**config.mk**
```make
export PLATFORM = sky130hd
export DESIGN_NAME = rational_arithmetic_unit
export DESIGN_NICKNAME = d
export VERILOG_FILES = /design/src/rtl/rau_pkg.sv /design/src/rtl/rau_divider.sv /design/src/rtl/rational_arithmetic_unit.sv
export SDC_FILE = /design/constraint.sdc
export NUM_CORES = 2
export LEC_CHECK = 0
export BUFFER_PORTS_ARGS = -buffer_cell sky130_fd_sc_hd__buf_2
export CORE_MARGIN = 10
export CORE_UTILIZATION = 30
export DETAILED_ROUTE_END_ITERATION = 10
export PLACE_DENSITY_LB_ADDON = 0.05
export SYNTH_ARGS = -nofsm -noshare
export SYNTH_HDL_FRONTEND = slang
export SYNTH_HIERARCHICAL = 1
export SYNTH_SLANG_ARGS = --single-unit
```
**constraint.sdc**
```tcl
create_clock -name clock -period 11.24 [get_ports clock]
set_clock_uncertainty 0.2 [all_clocks]
set_input_delay 1.124 -clock clock [delete_from_list [all_inputs] [get_ports clock]]
set_output_delay 1.124 -clock clock [all_outputs]
set_load 0.005 [all_outputs]
```
**src/rtl/rau_pkg.sv**
```systemverilog
// Shared types, operation and status codes, and helpers for the rational arithmetic unit.
`default_nettype none

package rau_pkg;

   localparam int WIDTH = 32;

   typedef logic [WIDTH-1:0] word_type;

   localparam logic [1:0] KIND_ADD = 2'd0;
   localparam logic [1:0] KIND_SUB = 2'd1;
   localparam logic [1:0] KIND_MUL = 2'd2;
   localparam logic [1:0] KIND_DIV = 2'd3;

   localparam logic [1:0] STATUS_OK       = 2'd0;
   localparam logic [1:0] STATUS_DIV_ZERO = 2'd1;
   localparam logic [1:0] STATUS_ZERO_DEN = 2'd2;

   // Magnitude of a two's complement word; the most negative value maps to 2^(WIDTH-1).
   function automatic word_type magnitude(input word_type v);
      magnitude = v[WIDTH-1] ? (~v + word_type'(1)) : v;
   endfunction

endpackage

`default_nettype wire

```
**src/rtl/rau_divider.sv**
```systemverilog
// Restoring unsigned divider, one quotient bit per cycle, shared by gcd and reduction.
`default_nettype none

module rau_divider (
   input  wire logic              clock,
   input  wire logic              reset,
   input  wire logic              start,
   input  wire rau_pkg::word_type dividend,
   input  wire rau_pkg::word_type divisor,
   output logic                   done,
   output rau_pkg::word_type      quotient,
   output rau_pkg::word_type      remainder
);
   import rau_pkg::*;

   localparam int CNT_W = $clog2(WIDTH + 1);

   logic             busy_ff, busy_in;
   logic             done_ff, done_in;
   logic [CNT_W-1:0] cnt_ff, cnt_in;
   word_type         rem_ff, rem_in;
   word_type         quo_ff, quo_in;
   word_type         div_ff, div_in;
   logic [WIDTH:0]   shifted;
   logic [WIDTH:0]   diff;

   assign shifted = {rem_ff, quo_ff[WIDTH-1]};
   assign diff    = shifted - {1'b0, div_ff};

   always_comb begin
      busy_in = busy_ff;
      done_in = 1'b0;
      cnt_in  = cnt_ff;
      rem_in  = rem_ff;
      quo_in  = quo_ff;
      div_in  = div_ff;
      if (start) begin
         busy_in = 1'b1;
         cnt_in  = CNT_W'(WIDTH);
         rem_in  = '0;
         quo_in  = dividend;
         div_in  = divisor;
      end else if (busy_ff) begin
         if (!diff[WIDTH]) begin
            rem_in = diff[WIDTH-1:0];
         end else begin
            rem_in = shifted[WIDTH-1:0];
         end
         quo_in = {quo_ff[WIDTH-2:0], ~diff[WIDTH]};
         cnt_in = cnt_ff - CNT_W'(1);
         if (cnt_ff == CNT_W'(1)) begin
            busy_in = 1'b0;
            done_in = 1'b1;
         end
      end
   end

   always_ff @(posedge clock) begin
      if (reset) begin
         busy_ff <= 1'b0;
         done_ff <= 1'b0;
      end else begin
         busy_ff <= busy_in;
         done_ff <= done_in;
      end
      cnt_ff <= cnt_in;
      rem_ff <= rem_in;
      quo_ff <= quo_in;
      div_ff <= div_in;
   end

   assign done      = done_ff;
   assign quotient  = quo_ff;
   assign remainder = rem_ff;

   a_done_after_busy: assert property (@(posedge clock) disable iff (reset)
      done_ff |-> $past(busy_ff)) else $error("divider finished without running");
   a_no_start_busy: assert property (@(posedge clock) disable iff (reset)
      busy_ff |-> !start) else $error("divider restarted while busy");
   a_busy_clears: assert property (@(posedge clock) disable iff (reset)
      done_ff |-> !busy_ff) else $error("divider still busy when done");

endmodule

`default_nettype wire

```
**src/rtl/rational_arithmetic_unit.sv**
```systemverilog
// Top level of the rational arithmetic unit: sequencer, shared multiplier and gcd reduction.
`default_nettype none

// The unit takes one item on the req_ channel: an operation code and two signed
// fractions, plus a flag asking for reduction to lowest terms. It answers with one
// item on the rsp_ channel: numerator, denominator and a status code. Arithmetic
// wraps to 32 bits.
// An item is taken when req_valid is high and req_stall is low. req_stall stays
// high from the cycle after acceptance until the result has been taken, so only
// one item is in flight at a time.
// Work goes through a single 32 by 32 multiplier (low half kept) and a
// one-bit-per-cycle divider. Reduction adds one division per step of the Euclid
// loop plus two more to divide both terms by the gcd, each issued from its own
// state before the wait for its result. Small terms need a step or two;
// full-width random terms need about 19 steps, and the longest loop, on
// consecutive Fibonacci terms, about 45 steps.
// Subtraction and division perform two builds back to back.
// The result is held in output registers with rsp_valid high until rsp_stall is
// low; a stalled result does not change. Reset returns the sequencer to idle and
// drops any item in progress.

module rational_arithmetic_unit (
   input  wire logic                           clock,
   input  wire logic                           reset,
   input  wire logic                           req_valid,
   output logic                                req_stall,
   input  wire logic [1:0]                     req_kind,
   input  wire logic signed [rau_pkg::WIDTH-1:0] req_a_num,
   input  wire logic signed [rau_pkg::WIDTH-1:0] req_a_den,
   input  wire logic signed [rau_pkg::WIDTH-1:0] req_b_num,
   input  wire logic signed [rau_pkg::WIDTH-1:0] req_b_den,
   input  wire logic                           req_reduce_request,
   output logic                                rsp_valid,
   input  wire logic                           rsp_stall,
   output logic signed [rau_pkg::WIDTH-1:0]      rsp_res_num,
   output logic signed [rau_pkg::WIDTH-1:0]      rsp_res_den,
   output logic [1:0]                          rsp_status
);
   import rau_pkg::*;

   typedef enum logic [3:0] {
      ST_IDLE,
      ST_MUL,
      ST_SUM,
      ST_CHECK,
      ST_GCD,
      ST_GCD_WAIT,
      ST_QN,
      ST_QN_WAIT,
      ST_QD,
      ST_QD_WAIT,
      ST_NEXT,
      ST_DONE
   } state_type;

   state_type  state_ff, state_in;
   logic [1:0] kind_ff, kind_in;
   logic       red_ff, red_in;        // reduction asked for by the item
   logic       red_eff_ff, red_eff_in; // reduction applied to the current build
   logic       first_ff, first_in;    // a second build follows this one
   logic [1:0] step_ff, step_in;
   word_type   an_ff, an_in;
   word_type   ad_ff, ad_in;
   word_type   bn_ff, bn_in;
   word_type   bd_ff, bd_in;
   word_type   fn_ff, fn_in;
   word_type   fd_ff, fd_in;
   word_type   tmp_ff, tmp_in;
   word_type   gx_ff, gx_in;
   word_type   gy_ff, gy_in;
   word_type   res_num_ff, res_num_in;
   word_type   res_den_ff, res_den_in;
   logic [1:0] status_ff, status_in;

   logic                 accept;
   logic                 is_add;
   word_type             mul_x;
   word_type             mul_y;
   word_type             mul_lo;
   logic                 div_start;
   word_type             div_dividend;
   word_type             div_divisor;
   logic                 div_done;
   word_type             div_quo;
   word_type             div_rem;

   assign accept    = req_valid && !req_stall;
   assign req_stall = (state_ff != ST_IDLE);
   assign is_add    = (kind_ff == KIND_ADD) || (kind_ff == KIND_SUB);

   // Operand selection for the shared multiplier. A sum needs an*bd, bn*ad and ad*bd;
   // a product needs an*bn and ad*bd.
   always_comb begin
      mul_x = an_ff;
      mul_y = bn_ff;
      case (step_ff)
         2'd0: begin
            mul_x = an_ff;
            mul_y = is_add ? bd_ff : bn_ff;
         end
         2'd1: begin
            mul_x = is_add ? bn_ff : ad_ff;
            mul_y = is_add ? ad_ff : bd_ff;
         end
         default: begin
            mul_x = ad_ff;
            mul_y = bd_ff;
         end
      endcase
   end

   // Only the low word of the product is needed, as the terms wrap.
   assign mul_lo = mul_x * mul_y;

   // The divider serves the Euclid loop and then the two divisions by the gcd.
   always_comb begin
      div_start    = 1'b0;
      div_dividend = gx_ff;
      div_divisor  = gy_ff;
      case (state_ff)
         ST_GCD: begin
            div_start = (gy_ff != '0);
         end
         ST_QN: begin
            div_start    = 1'b1;
            div_dividend = magnitude(fn_ff);
            div_divisor  = gx_ff;
         end
         ST_QD: begin
            div_start    = 1'b1;
            div_dividend = magnitude(fd_ff);
            div_divisor  = gx_ff;
         end
         default: begin
            div_start = 1'b0;
         end
      endcase
   end

   rau_divider u_divider (
      .clock     (clock),
      .reset     (reset),
      .start     (div_start),
      .dividend  (div_dividend),
      .divisor   (div_divisor),
      .done      (div_done),
      .quotient  (div_quo),
      .remainder (div_rem)
   );

   always_comb begin
      state_in   = state_ff;
      kind_in    = kind_ff;
      red_in     = red_ff;
      red_eff_in = red_eff_ff;
      first_in   = first_ff;
      step_in    = step_ff;
      an_in      = an_ff;
      ad_in      = ad_ff;
      bn_in      = bn_ff;
      bd_in      = bd_ff;
      fn_in      = fn_ff;
      fd_in      = fd_ff;
      tmp_in     = tmp_ff;
      gx_in      = gx_ff;
      gy_in      = gy_ff;
      res_num_in = res_num_ff;
      res_den_in = res_den_ff;
      status_in  = status_ff;

      case (state_ff)
         ST_IDLE: begin
            if (accept) begin
               kind_in  = req_kind;
               red_in   = req_reduce_request;
               an_in    = $unsigned(req_a_num);
               ad_in    = $unsigned(req_a_den);
               bn_in    = $unsigned(req_b_num);
               bd_in    = $unsigned(req_b_den);
               step_in  = 2'd0;
               first_in = 1'b0;
               case (req_kind)
                  KIND_SUB: begin
                     // Negate the second fraction first, always reduced.
                     fn_in      = word_type'(0) - $unsigned(req_b_num);
                     fd_in      = $unsigned(req_b_den);
                     red_eff_in = 1'b1;
                     first_in   = 1'b1;
                     state_in   = ST_CHECK;
                  end
                  KIND_DIV: begin
                     if (req_b_num == '0) begin
                        res_num_in = '0;
                        res_den_in = '0;
                        status_in  = STATUS_DIV_ZERO;
                        state_in   = ST_DONE;
                     end else begin
                        // Invert the divisor first.
                        fn_in      = $unsigned(req_b_den);
                        fd_in      = $unsigned(req_b_num);
                        red_eff_in = req_reduce_request;
                        first_in   = 1'b1;
                        state_in   = ST_CHECK;
                     end
                  end
                  default: begin
                     red_eff_in = req_reduce_request;
                     state_in   = ST_MUL;
                  end
               endcase
            end
         end

         ST_MUL: begin
            step_in = step_ff + 2'd1;
            case (step_ff)
               2'd0: begin
                  fn_in = mul_lo;
               end
               2'd1: begin
                  if (is_add) begin
                     tmp_in = mul_lo;
                  end else begin
                     fd_in    = mul_lo;
                     state_in = ST_CHECK;
                  end
               end
               default: begin
                  fd_in    = mul_lo;
                  state_in = ST_SUM;
               end
            endcase
         end

         ST_SUM: begin
            fn_in    = fn_ff + tmp_ff;
            state_in = ST_CHECK;
         end

         ST_CHECK: begin
            if (fd_ff == '0) begin
               res_num_in = '0;
               res_den_in = '0;
               status_in  = STATUS_ZERO_DEN;
               state_in   = ST_DONE;
            end else if (red_eff_ff) begin
               gx_in    = magnitude(fn_ff);
               gy_in    = magnitude(fd_ff);
               state_in = ST_GCD;
            end else begin
               state_in = ST_NEXT;
            end
         end

         ST_GCD: begin
            // When the remainder reaches zero, gx holds the gcd magnitude.
            if (gy_ff == '0) begin
               state_in = ST_QN;
            end else begin
               state_in = ST_GCD_WAIT;
            end
         end

         ST_GCD_WAIT: begin
            if (div_done) begin
               gx_in    = gy_ff;
               gy_in    = div_rem;
               state_in = ST_GCD;
            end
         end

         ST_QN: begin
            state_in = ST_QN_WAIT;
         end

         ST_QN_WAIT: begin
            if (div_done) begin
               // The gcd carries the sign of the denominator.
               fn_in    = (fn_ff[WIDTH-1] != fd_ff[WIDTH-1]) ? (word_type'(0) - div_quo)
                                                             : div_quo;
               state_in = ST_QD;
            end
         end

         ST_QD: begin
            state_in = ST_QD_WAIT;
         end

         ST_QD_WAIT: begin
            if (div_done) begin
               // Denominator and gcd share a sign, so the quotient is positive.
               fd_in    = div_quo;
               state_in = ST_NEXT;
            end
         end

         ST_NEXT: begin
            if (first_ff) begin
               bn_in      = fn_ff;
               bd_in      = fd_ff;
               first_in   = 1'b0;
               step_in    = 2'd0;
               red_eff_in = (kind_ff == KIND_SUB) ? 1'b1 : red_ff;
               state_in   = ST_MUL;
            end else begin
               res_num_in = fn_ff;
               res_den_in = fd_ff;
               status_in  = STATUS_OK;
               state_in   = ST_DONE;
            end
         end

         ST_DONE: begin
            if (!rsp_stall) begin
               state_in = ST_IDLE;
            end
         end

         default: begin
            state_in = ST_IDLE;
         end
      endcase
   end

   always_ff @(posedge clock) begin
      if (reset) begin
         state_ff <= ST_IDLE;
      end else begin
         state_ff <= state_in;
      end
      kind_ff    <= kind_in;
      red_ff     <= red_in;
      red_eff_ff <= red_eff_in;
      first_ff   <= first_in;
      step_ff    <= step_in;
      an_ff      <= an_in;
      ad_ff      <= ad_in;
      bn_ff      <= bn_in;
      bd_ff      <= bd_in;
      fn_ff      <= fn_in;
      fd_ff      <= fd_in;
      tmp_ff     <= tmp_in;
      gx_ff      <= gx_in;
      gy_ff      <= gy_in;
      res_num_ff <= res_num_in;
      res_den_ff <= res_den_in;
      status_ff  <= status_in;
   end

   assign rsp_valid   = (state_ff == ST_DONE);
   assign rsp_res_num = $signed(res_num_ff);
   assign rsp_res_den = $signed(res_den_ff);
   assign rsp_status  = status_ff;

   a_one_in_flight: assert property (@(posedge clock) disable iff (reset)
      !(rsp_valid && !req_stall)) else $error("input taken while a result is pending");
   a_error_zeroes: assert property (@(posedge clock) disable iff (reset)
      (rsp_valid && rsp_status != STATUS_OK) |-> (rsp_res_num == '0 && rsp_res_den == '0))
      else $error("error result carries non-zero terms");
   a_div_done_waited: assert property (@(posedge clock) disable iff (reset)
      div_done |-> (state_ff == ST_GCD_WAIT || state_ff == ST_QN_WAIT ||
                    state_ff == ST_QD_WAIT))
      else $error("divider result arrived outside a wait state");
   a_busy_after_accept: assert property (@(posedge clock) disable iff (reset)
      accept |=> req_stall) else $error("sequencer did not leave idle after accepting");
   a_ok_den_nonzero: assert property (@(posedge clock) disable iff (reset)
      (rsp_valid && rsp_status == STATUS_OK) |-> (rsp_res_den != '0))
      else $error("successful result with zero denominator");

endmodule

`default_nettype wire
```
# After elaboration in Yosys (flattened, before gate mapping)
# Index checks and enable logic that the tools add are counted.
[classes]
add_sub_neg = 8
multipliers = 1
n_eq_ne = 34
mux = 86
bitwise = 4
n_reduce_logical = 31
[ops]
columns = ["op", "n"]
rows = [
  ["$mux 32", 34],
  ["$pmux 32 s2", 10],
  ["$pmux 32 s3", 3],
  ["$pmux 32 s4", 1],
  ["$logic_not 32->1", 3],
  ["$add 32x1->32 const B", 2],
  ["$not 32->32", 2],
  ["$sub 1x32->32 const A", 2],
  ["$pmux 4 s12", 1],
  ["$mux 4", 10],
  ["$sub 33x32->33", 1],
  ["$add 32x32->32", 1],
  ["$mul 32x32->32", 1],
  ["$reduce_bool 32->1", 1],
  ["$ne 2x2->1 const B", 9],
  ["$eq 4x3->1 const B", 4],
  ["$eq 4x4->1 const B", 4],
  ["$mux 2", 8],
  ["$pmux 4 s2", 2],
  ["$reduce_and 7->1", 2],
  ["$pmux 2 s3", 2],
  ["$reduce_and 6->1", 2],
  ["$mux 1", 10],
  ["$ne 2x1->1 const B", 5],
  ["25 further kinds", 44],
]
[totals]
ff_bits = 469
in_bits = 135
output_inout_bits = 68
wordCells = 188

# Logic depth before layout (Yosys ltp)
[depth]
depth_word = 8
mapped_depth = 38
depth_no_buf = 32

# Cells and area by module
# Netlist, hierarchy kept.
[modules_own_cells]
columns = ["module", "n_inst", "cells_each", "area_each_um2", "seq_area_each_um2"]
rows = [
  ["rational_arithmetic_unit", 1, 3714, 36025.8, 10920.5],
  ["rau_divider", 1, 592, 5952.0, 2722.6],
]

# Least setup slack after synthesis
# Ideal clock, no wire load.
[synth_timing]
kind = "reg-to-reg"
from = "register step_ff[0]"
to = "register fn_ff[31], data pin"
arrival_time_ns = 8.212
slack_ns = 2.559
stages_incl_launch_ff = 35
path_buffers = 5
synth_period_minus_slack_ns = 8.681
cell_sequence = "edfxtp_1 ha_1 nor2b_2 buf_6 mux2i_4 buf_6 buf_6 buf_2 buf_1 nand2_1 nand2_1 nand2_1 fa_1 inv_1 fa_1 inv_1 fa_1 inv_1 fa_1 inv_1 fa_1 fa_1 fa_1 fa_1 xnor2_1 xnor2_1 xnor2_1 xnor2_1 xnor3_1 xnor2_1 xnor3_1 xnor3_1 xnor2_2 nand2_1 o211ai_2"
[synth_between]
elab_chain_len = 5
elab_cells_between_ends = 7
cone_classes = "1 x mul; 1 x eq/ne; 4 x mux; 1 x reduce/logical"
[synth_lines]
columns = ["element", "line", "rtl"]
rows = [
  ["start: declaration", "rational_arithmetic_unit.sv:61", "logic [1:0] step_ff, step_in;"],
  ["start signal: assignment", "rational_arithmetic_unit.sv:335", "step_ff <= step_in;"],
  ["$eq 2x1->1 or $logic_not 2->1 (tied branches)", "rational_arithmetic_unit.sv:96", "case (step_ff)"],
  ["$pmux 32 s2", "rational_arithmetic_unit.sv:96", ""],
  ["$mul 32x32->32 (*)", "rational_arithmetic_unit.sv:113", "assign mul_lo = mul_x * mul_y;"],
  ["via mul_lo[31]", "rational_arithmetic_unit.sv:79", "word_type mul_lo;"],
  ["$mux 32 (*)", "rational_arithmetic_unit.sv:216", "case (step_ff)"],
  ["$pmux 32 s4 (*)", "rational_arithmetic_unit.sv:171", "case (state_ff)"],
  ["via fn_in[31]", "rational_arithmetic_unit.sv:66", "word_type fn_ff, fn_in;"],
  ["end signal: assignment", "rational_arithmetic_unit.sv:340", "fn_ff <= fn_in;"],
  ["end: declaration", "rational_arithmetic_unit.sv:66", ""],
]
# Mark *: on every way through the listed nets, which the timed path passes. The rest lies on a longest branch. The select of a mux whose other input is x is not followed.
# A chain may end at the register's enable or synchronous reset.

# Worst setup path in the final report
[layout_timing]
from = "register step_ff[1]"
to = "register fd_ff[30], data pin"
[layout_between]
elab_chain_len = 6
elab_cells_between_ends = 8
cone_classes = "1 x mul; 1 x eq/ne; 5 x mux; 1 x reduce/logical"
[layout_lines]
columns = ["element", "line", "rtl"]
rows = [
  ["$eq 2x1->1 or $logic_not 2->1 (tied branches)", "rational_arithmetic_unit.sv:96", ""],
  ["$pmux 32 s2", "rational_arithmetic_unit.sv:96", ""],
  ["$mul 32x32->32 (*)", "rational_arithmetic_unit.sv:113", ""],
  ["via mul_lo[30]", "rational_arithmetic_unit.sv:79", ""],
  ["$mux 32", "rational_arithmetic_unit.sv:221", "if (is_add) begin"],
  ["$pmux 32 s2 (*)", "rational_arithmetic_unit.sv:216", ""],
  ["$pmux 32 s3 (*)", "rational_arithmetic_unit.sv:171", ""],
  ["via fd_in[30]", "rational_arithmetic_unit.sv:67", "word_type fd_ff, fd_in;"],
  ["end signal: assignment", "rational_arithmetic_unit.sv:341", "fd_ff <= fd_in;"],
  ["end: declaration", "rational_arithmetic_unit.sv:67", ""],
]
# Marked as above.

==> impl_metrics.toml <==
[status]
status = "complete, no violations"

[floorplanning]
io_pins = 203
die_w_um = 394
fp.dieArea_mm2 = 0.155
fp.dieH_um = 394
fp.coreArea_mm2 = 0.139
rows = 137
start_util_pct = 30.2

[clocking]
numCtsBuffers = 66
cts_tree = "done"
clockRootBuffer = "clkbuf_16"
clock_sinks = 469
cts_setup_buffers = 0
clk_pin_slew_ns = 0.06
clk_path_buf_depth = 3
hold_buffers = 0
insertion_delay_ns = 0.70
cts_resized = 0
htreeDepth = 3

[detailed_routing]
drt_iter0_drc = 3165
drc = 0
dr.pass1.iters = 6
final_antenna_net_count = 0
via_count = 34300
post_drt_via_cell_ratio = 5.34
wirelength_um = 199000
wire_per_inst_um = 31.0

[logic_synthesis]
synth.cell_area_mm2 = 0.0420
yosysSeqAreaShare_pct = 32.5
synth_edf_count = 425
synth_nets = 5045
ys_ff_latch = 469
syn_avg_cell_area_um2 = 9.75
synth_warnings = 6
synth_ff_type = "edfxtp_1"
synth-async-reset-ratio_pct = 0
netlist_instances = 4306
ys_types = 90

[sta]
fin_hold_ws_ns = 0.298
setup_viol = 0
tightestPinTransition_ns = 1.27
period_needed_ns = 9.95
setup_ws_ns = 1.29
slew_headroom_pct = 15.4
finalCritPeriodShare_pct = 88.6
hold_viol = 0
drv_slew = 0
fmax_mhz = 100
setup_tns_ns = 0
grt_setup_unrepaired = "false"

[run]
drv_cap = 0

[worst_setup_path]
rr_endpoint = "fd_ff[30]"
r2r_cells = 29
cpMostUsedCell = "fa_1"
end_kind = "register"
cp.required_ns = 11.48
max_stage_delay_ns = 0.96
r2r-start = "step_ff[1]"
crit_fanout = 22
rrSetupSlack_ns = 1.29
cp_slowest_cell = "a21boi_2"
cp_num_buf_inv = 6
cp_top_family = "adder cells"
path_class = "reg -> reg"
crit_arrival_ns = 10.20
start_kind = "register"

[global_routing]
overflow = 0
antenna_found_initial = 22
grt_max_degree = 67
grt_usage_pct = 25.0
grt_pass1_vias = 35300
grt_first_pass_wirelength_um = 279000

[placed_design]
gp_congestion = 0.927
post-place-ws_ns = 1.32
io_buffer_count = 202
dpl.hpwl_um = 159000

[finish]
fillers = 14500
multi_input_area_mm2 = 0.0259
regArea_mm2 = 0.0136
nNetsFinal = 5229
syn2layout_area_growth_pct = 14.0
drive_gt1_share_pct = 13.7

[worst_hold_path]
worstHoldEndpoint = "u_divider/cnt_ff[1]"
min_from = "u_divider/cnt_ff[1]"
holdCritPathClass = "reg -> reg"
hold_depth = 2
worst reg2reg max path: cells and delay by family (launching register included):
kind	cells	cell delay, ns
adder cells (fa/ha/maj)	10	4.73
multiplexers	1	0.36
buffers and inverters	6	0.47
flip-flops	1	0.35
AND/OR/NAND/NOR	4	1.01
AO/OA/AOI/OAI	7	2.42
XOR/XNOR	1	0.18
area by class of cell:
| class | instances | share of cell area, % |
|---|---|---|
| Antenna cell | 7 | 0.0366 |
| Sequential cell | 469 | 28.5 |
| Clock buffer | 87 | 3.78 |
| Clock inverter | 32 | 0.915 |
| Timing Repair Buffer | 322 | 3.99 |
| Multi-Input combinational cell | 3154 | 54.1 |
| Tap cell | 1876 | 4.90 |
| Inverter | 477 | 3.74 |
logic make-up (layout without fill, tap and decap cells):
logic type / Yosys count / after routing / synth area share [%]
buffers and inverters: 683 / 918 / 6.31
other: 0 / 7 / 0
and+or+nand+nor: 1373 / 1373 / 14.6
muxes: 104 / 104 / 2.70
adders and majority gates: 604 / 604 / 25.3
xor gates and xnor gates: 247 / 247 / 5.34
AOI/OAI and AO/OA: 826 / 826 / 13.2
DFF: 469 / 469 / 32.5
cell usage in the layout, fill, tap and decap left out, drive strengths merged, types with 23 or more instances in the layout:
| cell type | instances |
|---|---|
| a21o | 96 |
| a21oi | 234 |
| a222oi | 23 |
| a22oi | 38 |
| and3 | 70 |
| buf | 322 |
| clkbuf | 87 |
| dfxtp | 44 |
| edfxtp | 425 |
| fa | 410 |
| ha | 194 |
| inv | 481 |
| mux2 | 65 |
| mux2i | 39 |
| nand2 | 457 |
| nand2b | 24 |
| nand3 | 28 |
| nor2 | 531 |
| nor2b | 23 |
| nor3 | 51 |
| nor4 | 28 |
| o21a | 27 |
| o21ai | 138 |
| o221ai | 36 |
| o31ai | 27 |
| or2 | 74 |
| or3 | 25 |
| xnor2 | 118 |
| xor2 | 124 |
worst max path at each step:
stage,from,endpoint,slack [ns],depth (start not counted)
floorplan,step_ff[0],fn_ff[31],2.56,34
global placement,step_ff[0],fd_ff[30],1.39,31
detailed placement,step_ff[1],fd_ff[30],1.32,29
CTS,step_ff[1],fd_ff[30],1.30,29
global route,step_ff[1],fd_ff[23],0.84,30
finish,step_ff[1],fd_ff[30],1.29,29
metal layers:
metal / vias up / GRT usage, % / wire [um]
li1: 15100 / - / -
met1: 17700 / 33.1 / 85700
met2: 1227 / 41.4 / 93800
met3: 279 / 3.63 / 11500
met4: 2 / 9.04 / 8070
met5: - / 0 / 13
Yosys cell counts, drive strengths merged (10+ instances only):
master	number	area [um^2]
nand4	13	81.3
nor2	531	1990
or3	25	166
xnor2	118	1040
o31ai	27	208
xor2	124	1090
a211o	11	96.3
nand2b	24	150
o211ai	20	160
or4	18	143
ha	194	2430
mux2	65	732
a21boi	20	150
a211oi	22	165
nor2b	23	149
fa	410	8210
edfxtp	425	12800
o21a	27	204
nor3	51	255
a22oi	38	285
nand3	28	145
inv	476	1790
a221o	17	170
dfxtp	44	881
o221ai	36	315
a221oi	13	120
a21o	96	721
mux2i	39	403
a311oi	22	205
or2	74	463
o22ai	22	138
o21ai	138	694
o41ai	10	87.6
o21bai	13	97.6
and3	70	438
buf	39	231
nor4	28	188
and2	18	118
a31oi	13	81.3
a222oi	23	230
a21oi	234	1190
clkbuf	167	627
nand2	457	1730
metrics by stage:
step	std cells	util, %	instance area, um^2
finish	6424	34.4	47900
global route	6419	34.4	47900
CTS	6417	34.4	47900
detailed placement	6298	32.8	45600
global placement	6298	32.8	45600
floorplan	4306	-	42000
Power is not shown: default switching activity piles up to over one toggle a cycle in this logic, so the estimate is an artifact.
